## config.mk

```make
export PLATFORM = sky130hd
export DESIGN_NAME = tts_div
export DESIGN_NICKNAME = d
export VERILOG_FILES = /design/src/rtl/tts_pkg.sv /design/src/rtl/tts_div.sv
export SDC_FILE = /design/constraint.sdc
export NUM_CORES = 1
export LEC_CHECK = 0
export BUFFER_PORTS_ARGS = -buffer_cell sky130_fd_sc_hd__buf_2
export CAP_MARGIN = 20
export CORE_AREA = 5 5 98 192
export CTS_CLUSTER_DIAMETER = 40
export CTS_CLUSTER_SIZE = 8
export DETAILED_ROUTE_END_ITERATION = 7
export DIE_AREA = 0 0 103 197
export PLACE_DENSITY = 0.77
export SLEW_MARGIN = 20
export SYNTH_ARGS = -nofsm -noshare
export SYNTH_HDL_FRONTEND = slang
export SYNTH_SLANG_ARGS = --single-unit
```

## constraint.sdc

```tcl
create_clock -name clk -period 5.8 [get_ports clk]
set_input_delay 0 -clock clk [delete_from_list [all_inputs] [get_ports clk]]
set_output_delay 0 -clock clk [all_outputs]
set_load 0.1 [all_outputs]
```

## src/rtl/tts_pkg.sv

```systemverilog
// Shared types and constants for the task timing statistics table.
// No dependencies.
package tts_pkg;

	localparam int NUM_REGS  = 6;
	localparam int PADDR_W   = 5;
	localparam int DIV_STEPS = 64;

	localparam logic [1:0] FUNC_PERIODIC = 2'd0;
	localparam logic [1:0] FUNC_CYCLE    = 2'd1;
	localparam logic [1:0] FUNC_SNAPSHOT = 2'd2;

	localparam logic [31:0] US_PER_MS = 32'd1000;

	// One table entry as held in the statistics memory.
	typedef struct packed {
		logic [31:0] sample_count;
		logic [31:0] miss_count;
		logic [63:0] exec_total;
		logic [63:0] abs_jitter_total;
		logic [31:0] last_exec;
		logic [31:0] max_exec;
		logic [31:0] last_jitter;
		logic [31:0] max_abs_jitter;
		logic [31:0] override_period;
		logic        override_flag;
	} entry_t;

endpackage

```

## src/rtl/tts_div.sv

```systemverilog
// Restoring divider, 64-bit dividend by 32-bit divisor, one quotient bit a cycle.
// Depends on tts_pkg for the step count.
module tts_div import tts_pkg::*; (
	input  logic        clk,
	input  logic        arst_n,
	input  logic        start,
	input  logic [63:0] dividend,
	input  logic [31:0] divisor,
	output logic        done,
	output logic [31:0] quotient
);

	logic [63:0] quo_q;
	logic [32:0] rem_q;
	logic [31:0] dvs_q;
	logic [6:0]  cnt_q;
	logic        busy_q;
	logic [32:0] shifted;
	logic [32:0] diff;

	assign shifted = {rem_q[31:0], quo_q[63]};
	assign diff    = shifted - {1'b0, dvs_q};

	always_ff @(posedge clk or negedge arst_n) begin
		if (!arst_n) begin
			busy_q <= 1'b0;
			cnt_q  <= '0;
			done   <= 1'b0;
		end else begin
			done <= 1'b0;
			if (start) begin
				busy_q <= 1'b1;
				cnt_q  <= '0;
			end else if (busy_q) begin
				if (cnt_q == 7'(DIV_STEPS - 1)) begin
					busy_q <= 1'b0;
					done   <= 1'b1;
				end
				cnt_q <= cnt_q + 7'd1;
			end
		end
	end

	always_ff @(posedge clk) begin
		if (start) begin
			quo_q <= dividend;
			rem_q <= '0;
			dvs_q <= divisor;
		end else if (busy_q) begin
			if (!diff[32]) begin
				rem_q <= diff;
				quo_q <= {quo_q[62:0], 1'b1};
			end else begin
				rem_q <= shifted;
				quo_q <= {quo_q[62:0], 1'b0};
			end
		end
	end

	assign quotient = quo_q[31:0];

endmodule

```

==> flow_summary_export.csv <==
group,metric,value,unit
run_status,outcome,"completed",
finish,layout.nets,1024,
finish,layoutNonFillerInstCount,1114,
synth,synth_top_cell_area_share,0.382,
synth,proportion_of_synthesized_chip_area_in_sequential_cells,0.497,
detailed_routing,drt_first_pass_iters,6,
power,pwr_total,3.93,mW
sta,timing.final.crit_period,3620,ps
global_routing,grt_usage,0.195,
worst_setup_path,critPathArrivalTime,3890,ps
die,fp.dieW,103,um
clocking,cts_tree,"done",
finish,finalCoreUtilization,0.567,
power,vdd.ir_drop.worst,0.000297,V
clocking,numCtsBuffers,17,
sta,slew_viol_final,0,
synth,synth_top_area_cell,"sky130_fd_sc_hd__edfxtp_1",
global_routing,grt_pass1_vias,6437,
power,power_per_cell_area,403,mW/mm2
sta,maxClockFrequency,276,MHz
sta,setup-tns-final,0,ps
synth,netlist_instances,704,
die,fp.dieH,197,um
global_routing,grt_start_max_net_pins,73,
finish,antenna_cells_inserted,0,
detailed_routing,drt-initial-drc-count,252,
die,die-area,0.0203,mm2
detailed_routing,wire_per_inst,17.1,um
clocking,clock_path_buffers,2,
synth,post_synth.cell_area_avg,10.7,um2
sta,timing.final.setup_violations,0,
power,static-leakage-power,4.08,nW
placed_design,detailed_place_hpwl,12300,um
detailed_routing,detail_route.wirelength,19100,um
placed_design,port_buffer_count,131,
worst_setup_path,timing.critical_path.from_type,"register",
synth,synthesized_nets,837,
min_path,hold_path.class,"input port to register",
placed_design,gpl.final_weighted_congestion,0.933,
sta,rsz0062_at_grt,"no",
detailed_routing,vias,5969,
worst_setup_path,crit_path_cell_trace,"inv_1 > ha_1 > fa_1 > nand2b_1 > a211oi_1 > o21ai_1 > a21oi_1 > o32ai_4 > xnor2_4 > nor3_1 > a21oi_1 > a211oi_1",
synth,synth_top_cells_by_count,"sky130_fd_sc_hd__edfxtp_1 (96), sky130_fd_sc_hd__nand2_1 (69), sky130_fd_sc_hd__mux2_2 (63), sky130_fd_sc_hd__nor2_1 (53), sky130_fd_sc_hd__inv_1 (41)",
sta,relSlewSlack,0.334,
flow_run,cap_violations,0,
sta,max_slew.worst_pin.slew,999,ps
finish,syn_to_final_growth,29.2,%
global_routing,grt_pass1_wl,30700,um
sta,clock-skew-final,10.5,ps
detailed_routing,drt_drc_violations_left,0,
clocking,register_clock_pin_slew_on_the_reported_worst_setup_and_hold_paths,60,ps
sta,hold_viol_final,0,
sta,final.period_utilization,0.624,
worst_setup_path,timing.critical_path.slowest_stage_cell,"sky130_fd_sc_hd__xnor2_4",
finish,drive_gt1_frac,0.264,
clocking,postCtsResizedCells,0,
synth,syn-cell-area,0.00754,mm2
synth,synth.area.top_cells,"sky130_fd_sc_hd__edfxtp_1 (38%), sky130_fd_sc_hd__mux2_2 (9.4%), sky130_fd_sc_hd__dfxtp_1 (8.5%)",
synth,synth_edf_count,96,
global_routing,grt-ovfl-total,0,
die,core_region_area,0.0172,mm2
die,initial_core_util,0.439,
worst_setup_path,crit_required,6080,ps
synth,synth_most_common_cell,"sky130_fd_sc_hd__edfxtp_1",
worst_setup_path,critPathCaptureType,"register",
die,core.rowCount,68,
clocking,clock_sink_count,137,
clocking,worst_skew_pair.late_latency,430,ps
worst_setup_path,cpPeakStageDelay,800,ps
synth,synth.yosys.warnings,0,
placed_design,place.detailed.instances,984,
synth,ys_seq_elements,137,
synth,ys_async_sr_fraction,0.0657,
detailed_routing,postRouteAntennaNets,0,
clocking,h_tree_levels,4,
global_routing,antenna_found_initial,0,
detailed_routing,post_drt_via_cell_ratio,5.36,
worst_setup_path,worstPathMaxFanout,32,
die,design.portCount,132,
synth,ys.flop_type,"sky130_fd_sc_hd__edfxtp_1",
synth,synth.lib_cells_used.distinct,58,
clocking,clock-root-buffer,"sky130_fd_sc_hd__clkbuf_16",
worst_setup_path,critPathKind,"register to register",
-- final cells by class --
cell class | count | area [um2]
Fill cell | 1471 | 7440
Clock inverter | 13 | 168
Inverter | 41 | 154
Multi-Input combinational cell | 460 | 3290
Tap cell | 210 | 263
Sequential cell | 137 | 3750
Timing Repair Buffer | 234 | 1680
Clock buffer | 19 | 443
-- power breakdown --
group	total (mW)	switching [mW]	internal [mW]	leakage, nW
Sequential	1.33	0.114	1.22	1.37
Clock	1.14	0.446	0.692	0.294
Combinational	1.46	0.902	0.556	2.42
Total	3.93	1.46	2.46	4.08
-- logic make-up after synthesis --
family / after synthesis / synth area share
compound gates: 148 / 0.134
xor+xnor: 30 / 0.0358
fa+ha+maj: 34 / 0.0574
buf+inv: 107 / 0.0695
flops: 137 / 0.497
mux: 66 / 0.0980
simple gates: 182 / 0.108
-- through the flow --
| stage | instance area, um2 | setup WS [ps] | hold WS (ps) |
|---|---|---|---|
| global route | 9740 | 1810 | 115 |
| floorplan | 7540 | 2680 | -296 |
| detailed placement | 8150 | 2220 | -135 |
| CTS | 9740 | 2200 | 99.8 |
| finish | 9740 | 2180 | 106 |
| global placement | 8150 | 2350 | -141 |
-- placed cells by master, fill, tap and decap left out, drive strengths merged, types with 10 or more instances in the layout --
cell type	n
xnor2	18
ha	33
edfxtp	96
a21oi	38
nor2	53
clkbuf	19
buf	136
nor3	10
dfxtp	32
a211oi	10
dlygate4sd3	98
mux2	63
xor2	12
nand4	11
a311oi	21
nand2	69
inv	44
o21ai	30
-- registers in the layout (all words and copies together) (netlist names) --
name / flops
rem_q: 32
cnt_q: 7
done: 1
quo_q: 64
busy_q: 1
dvs_q: 32
-- final timing paths --
path / from / end / slack [ps] / depth (start not counted)
max in group asynchronous: arst_n / busy_q$_DFF_PN0_ / 4910 / 3
min in group asynchronous: arst_n / cnt_q[2]$_DFFE_PN0P_ / 570 / 3
setup / recovery: quo_q[63]$_DFFE_PP_ / rem_q[3]$_SDFFE_PP0P_ / 2180 / 12
setup reg to reg: quo_q[63]$_DFFE_PP_ / rem_q[3]$_SDFFE_PP0P_ / 2180 / 12
hold / removal: start / dvs_q[13]$_DFFE_PP_ / 110 / 1
hold reg to reg: rem_q[1]$_SDFFE_PP0P_ / rem_q[1]$_SDFFE_PP0P_ / 490 / 2
-- metal layers --
layer  global-route usage  share of wire  vias up
met5                    0              0        -
met4                0.118          0.044        0
met2                0.354           0.55      185
met1                0.192           0.35     2805
met3               0.0450          0.056       56
li1                     -              -     2923
-- what timing repair did --
action / 4_1_cts / 5_1_grt
hold buffers: 98 / 0
hold endpoints to repair: 105 / 0
buffers inserted: 0 / 0
-- critical path, delay by kind of cell, from the launching register on --
family	cells	cell delay [ps]
AOI/OAI and AO/OA	6	1300
DFF	1	350
and+or+nand+nor	2	360
xor gates and xnor gates	1	800
buffers and inverters	1	50
adders and majority gates	2	610
No activity file was read; power rests on OpenSTA's default activity.
