$ cat src/rtl/tts_pkg.sv
// Shared types and constants for the task timing statistics table.
// No dependencies.
package tts_pkg;

	localparam int NUM_REGS  = 6;
	localparam int PADDR_W   = 5;
	localparam int DIV_STEPS = 64;

	localparam logic [1:0] FUNC_PERIODIC = 2'd0;
	localparam logic [1:0] FUNC_CYCLE    = 2'd1;
	localparam logic [1:0] FUNC_SNAPSHOT = 2'd2;

	localparam logic [31:0] US_PER_MS = 32'd1000;

	// One table entry as held in the statistics memory.
	typedef struct packed {
		logic [31:0] sample_count;
		logic [31:0] miss_count;
		logic [63:0] exec_total;
		logic [63:0] abs_jitter_total;
		logic [31:0] last_exec;
		logic [31:0] max_exec;
		logic [31:0] last_jitter;
		logic [31:0] max_abs_jitter;
		logic [31:0] override_period;
		logic        override_flag;
	} entry_t;

endpackage

$ cat src/rtl/tts_mem.sv
// Statistics memory: one entry per task, registered read, per-entry valid bits.
// Depends on tts_pkg for the entry type.
module tts_mem import tts_pkg::*; #(
	parameter int DEPTH = 6,
	parameter int AW    = 3
) (
	input  logic          clk,
	input  logic          arst_n,
	input  logic          rd_en,
	input  logic [AW-1:0] rd_addr,
	input  logic          wr_en,
	input  logic [AW-1:0] wr_addr,
	input  entry_t        wr_data,
	output entry_t        rd_data
);

	entry_t             mem [DEPTH];
	logic [DEPTH-1:0]   vld_q;
	entry_t             rd_q;
	logic               rd_vld_q;

	always_ff @(posedge clk) begin
		if (wr_en && (32'(wr_addr) < DEPTH)) begin
			mem[wr_addr] <= wr_data;
		end
		if (rd_en && (32'(rd_addr) < DEPTH)) begin
			rd_q <= mem[rd_addr];
		end
	end

	// An entry never written reads as zero, which is its reset value.
	always_ff @(posedge clk or negedge arst_n) begin
		if (!arst_n) begin
			vld_q    <= '0;
			rd_vld_q <= 1'b0;
		end else begin
			if (wr_en && (32'(wr_addr) < DEPTH)) begin
				vld_q[wr_addr] <= 1'b1;
			end
			if (rd_en) begin
				rd_vld_q <= (32'(rd_addr) < DEPTH) && vld_q[rd_addr];
			end
		end
	end

	assign rd_data = rd_vld_q ? rd_q : '0;

endmodule

$ cat config.mk
export PLATFORM = sky130hd
export DESIGN_NAME = tts_mem
export DESIGN_NICKNAME = d
export VERILOG_FILES = /design/src/rtl/tts_pkg.sv /design/src/rtl/tts_mem.sv
export SDC_FILE = /design/constraint.sdc
export NUM_CORES = 2
export LEC_CHECK = 0
export BUFFER_PORTS_ARGS = -buffer_cell sky130_fd_sc_hd__buf_4
export CORE_ASPECT_RATIO = 0.9
export CORE_MARGIN = 4
export CORE_UTILIZATION = 54
export DETAILED_ROUTE_END_ITERATION = 8
export PLACE_DENSITY = 0.86
export SLEW_MARGIN = 20
export SYNTH_ARGS = -nofsm -noshare
export SYNTH_HDL_FRONTEND = slang
export SYNTH_SLANG_ARGS = --single-unit
$ cat constraint.sdc
create_clock -name clk -period 1.7 [get_ports clk]
set_clock_uncertainty 0.15 [all_clocks]
set_input_delay 0.51 -clock clk [delete_from_list [all_inputs] [get_ports clk]]
set_output_delay 0.51 -clock clk [all_outputs]
set_load 0.005 [all_outputs]
==> flow_metrics.py <==
metrics = {
    "die": {
        "die-area_mm2": 0.179,
        "design.core.area_mm2": 0.171,
        "io_pins": 716,
        "die_w_um": 446,
        "die_h_um": 402,
        "row_count": 144,
        "initial_core_util_pct": 54.4,
    },
    "place": {
        "hpwl_um": 145000,
        "place_inst": 7649,
        "dpl_worst_slack_ns": -0.729,
        "port_buffers": 715,
        "globalplace.congestion": 0.831,
    },
    "synth": {
        "synth_most_common_cell": "edfxtp_1",
        "synthesis.instances": 4502,
        "synth_area_leaders": "edfxtp_1, mux4_2, mux2i_1, and2_1, a21oi_1",
        "ys_seq_area_share_pct": 79.9,
        "synthArstFlopShare_pct": 0.282,
        "synth-edff-count": 2471,
        "synth-simple-area-share_pct": 3.91,
        "synth-main-ff-cell": "edfxtp_1",
        "synth.top_cell.area_share_pct": 79.7,
        "synth_fa_ha_area_share_pct": 0,
        "yosys_warnings": 0,
        "synth_top_family_by_area": "multiplexers",
        "synth_cell_types": 23,
        "synthTopCellsByCount": "edfxtp_1, nor2_1, mux4_2",
        "yosys.area.top_type": "edfxtp_1",
        "avgSynthCellArea_um2": 20.7,
        "synth_compound_area_share_pct": 1.91,
        "muxShareOfSynthArea_pct": 12.4,
        "synthXorXnorAreaFrac_pct": 0,
        "synth_area_mm2": 0.0931,
        "synth_seq_cells": 2478,
        "synth.net_count": 4865,
    },
    "routing": {
        "wl_um": 258000,
        "num_vias": 52151,
        "dr.first_iter.drc_count": 6792,
        "wl_per_cell_um": 30.4,
        "remaining_drc_errors": 0,
        "avgViaCountPerCell": 6.16,
        "first_pass_iters": 6,
        "route.antenna.remaining_nets": 0,
    },
    "timing": {
        "worst_slack_ns": -1.12,
        "hold_viol_final": 0,
        "relSlewSlack_pct": 67.2,
        "min_period_over_period_pct": 166,
        "worst_slew_pin_slew_ns": 0.492,
        "min_period_ns": 2.82,
        "finalMaxSlewViolations": 0,
        "fmax_ghz": 0.355,
        "rsz0062_at_grt": "yes",
        "setup_viol": 452,
    },
    "cts": {
        "cts_root_buffer": "clkbuf_16",
        "insertion_delay_ns": 0.87,
        "cts_buffers": 221,
        "clockBufferDepth": 3,
        "cts_sinks": 2478,
        "cts_tree": "built",
        "htreeDepth": 4,
        "path_clk_slew_ns": 0.06,
    },
    "worst_hold_path": {
        "min_from": "rd_addr[2]",
        "hold_path.class": "in -> reg",
        "hold_depth": 4,
        "hold_path_end": "rd_vld_q",
    },
    "pwr": {
        "pwr-share-clk_pct": 38.1,
        "power_leakage_nw": 40.5,
        "p_sw_share_pct": 22.7,
        "p_per_area_mw_per_mm2": 1150,
        "seq_power_share_pct": 53.0,
        "ir_drop_uv": 1030,
        "p_comb_share_pct": 8.9,
        "p_int_mw": 103,
        "p_sw_mw": 30.3,
    },
    "cells_and_area": {
        "fillers": 9595,
        "area_growth_pct": 24.3,
        "layout.nets": 6334,
        "finalNonFillerCells": 8468,
        "drive_gt1_share_pct": 30.5,
    },
    "global_routing": {
        "grt_pass1_wl_um": 372000,
        "grt_overflow": 0,
        "antenna_found_initial": 40,
        "grt_pass1_vias": 54371,
        "grt_max_degree": 57,
        "grt_usage_pct": 28.3,
    },
    "status": {
        "violations": "negative setup slack",
        "status": "finished with violations",
    },
    "worst_setup_path": {
        "r2r-start": "mem[3][64]",
        "critPathLaunch": "rd_vld_q",
        "r2r_slack_ns": 0.02,
        "path_class": "reg -> out",
        "arrival_ns": 2.16,
        "cp_max_fo": 19,
        "r2r_cells": 3,
        "startpoint_type": "register",
        "cp_data_required_time_ns": 1.04,
        "critPathCaptureType": "primary output",
        "timing.rr.end": "rd_q[64]",
    },
    "flow_run": {
        "drv_cap": 0,
    },
}
[per-stage QoR]
stage               setup TNS, ns  hold WS (ns)  util [%]  total power [mW]  cell area, um^2
global route              -386.06        0.0537      67.5               137           116000
CTS                       -371.32        0.0179      67.4               132           116000
detailed placement       -1202.39         0.182      61.0              81.9           105000
global placement         -1163.06         0.178      61.0              81.4           105000
floorplan                       -        0.0644         -              76.5            93200
finish                    -364.77        0.0683      67.6               133           116000
[worst max-delay path, cell delays in order (launching register included)]
cell and delay (ns):
dfrtp_4 0.51, buf_12 0.17, buf_12 0.15, buf_12 0.16, and2_1 0.17, buf_4 0.15
[placed cells by master, fill, tap and decap left out, types with 2 or more instances in the layout]
| cell | Yosys | routed |
|---|---|---|
| a21oi_1 | 353 | 353 |
| and2_1 | 353 | 287 |
| and2_4 | 0 | 66 |
| buf_12 | 45 | 146 |
| buf_4 | 26 | 947 |
| buf_6 | 8 | 29 |
| buf_8 | 0 | 3 |
| bufinv_16 | 0 | 22 |
| clkbuf_1 | 101 | 41 |
| clkbuf_16 | 0 | 222 |
| clkinv_1 | 0 | 51 |
| clkinv_16 | 0 | 6 |
| clkinv_2 | 0 | 37 |
| clkinv_4 | 0 | 6 |
| clkinv_8 | 0 | 6 |
| clkinvlp_4 | 0 | 5 |
| dfrtp_1 | 7 | 6 |
| diode_2 | 0 | 52 |
| dlygate4sd3_1 | 0 | 356 |
| edfxtp_1 | 2471 | 2471 |
| inv_16 | 0 | 3 |
| inv_6 | 0 | 6 |
| mux2i_1 | 353 | 353 |
| mux4_2 | 354 | 354 |
| nand2b_1 | 3 | 2 |
| nor2_1 | 356 | 354 |
| nor2_4 | 0 | 2 |
| nor3_4 | 0 | 2 |
| or2_2 | 6 | 6 |
[layer usage]
metal	share of wire [%]	vias to the layer above	global-route usage [%]
met1	33	26402	34.7
met2	51	3968	47.8
met3	9.2	895	5.30
li1	-	20880	-
met4	6.6	6	15.6
met5	0.025	-	0
[how the worst max path moves through the flow]
stage	slack [ns]	cells past startpoint	to
2_1_floorplan	-8.57	3	vld_q[2]
3_3_place_gp	-0.67	6	rd_q[164]
3_5_place_dp	-0.73	6	rd_q[64]
4_1_cts	-1.17	5	rd_data[92]
5_1_grt	-1.18	5	rd_data[17]
6_report	-1.12	5	rd_data[13]
[registers in the layout, summed over array words and instances (netlist names)]
| signal | cells |
|---|---|
| mem | 2118 |
| rd_q | 353 |
| rd_vld_q | 1 |
| vld_q | 6 |
[power by group through the flow]
stage	registers (mW)	clock network (mW)	logic, mW
after global routing	70.7	53.8	12.4
after CTS	70.5	50.2	11.3
after floorplan	71.7	0	4.78
after detailed placement	71.7	0	10.2
after global placement	71.6	0	9.81
final	70.6	50.7	11.8
[cell families after synthesis]
group                  count (synthesis)
AO/OA/AOI/OAI                        355
flip-flops                          2478
AND/OR/NAND/NOR                      724
multiplexers                         708
buffers and inverters                237
[timing repair]
item | CTS | global route
resized for setup | 77 | 21
hold endpoints to repair | 2126 | 0
setup buffers | 2 | 3
hold buffers | 356 | 0
setup endpoints to repair | 353 | 415
gates cloned | 0 | 1
[final cells by class]
cell class                      count  area (um^2)  area share (%)
Antenna cell                       52          130           0.112
Multi-Input combinational cell   1787        17200            14.8
Timing Repair Buffer             1483        14000            12.1
Sequential cell                  2478        74400            64.3
Clock inverter                    143         1530            1.32
Clock buffer                      262         5680            4.91
Tap cell                         2263         2830            2.45
No activity file was read; power rests on OpenSTA's default activity.
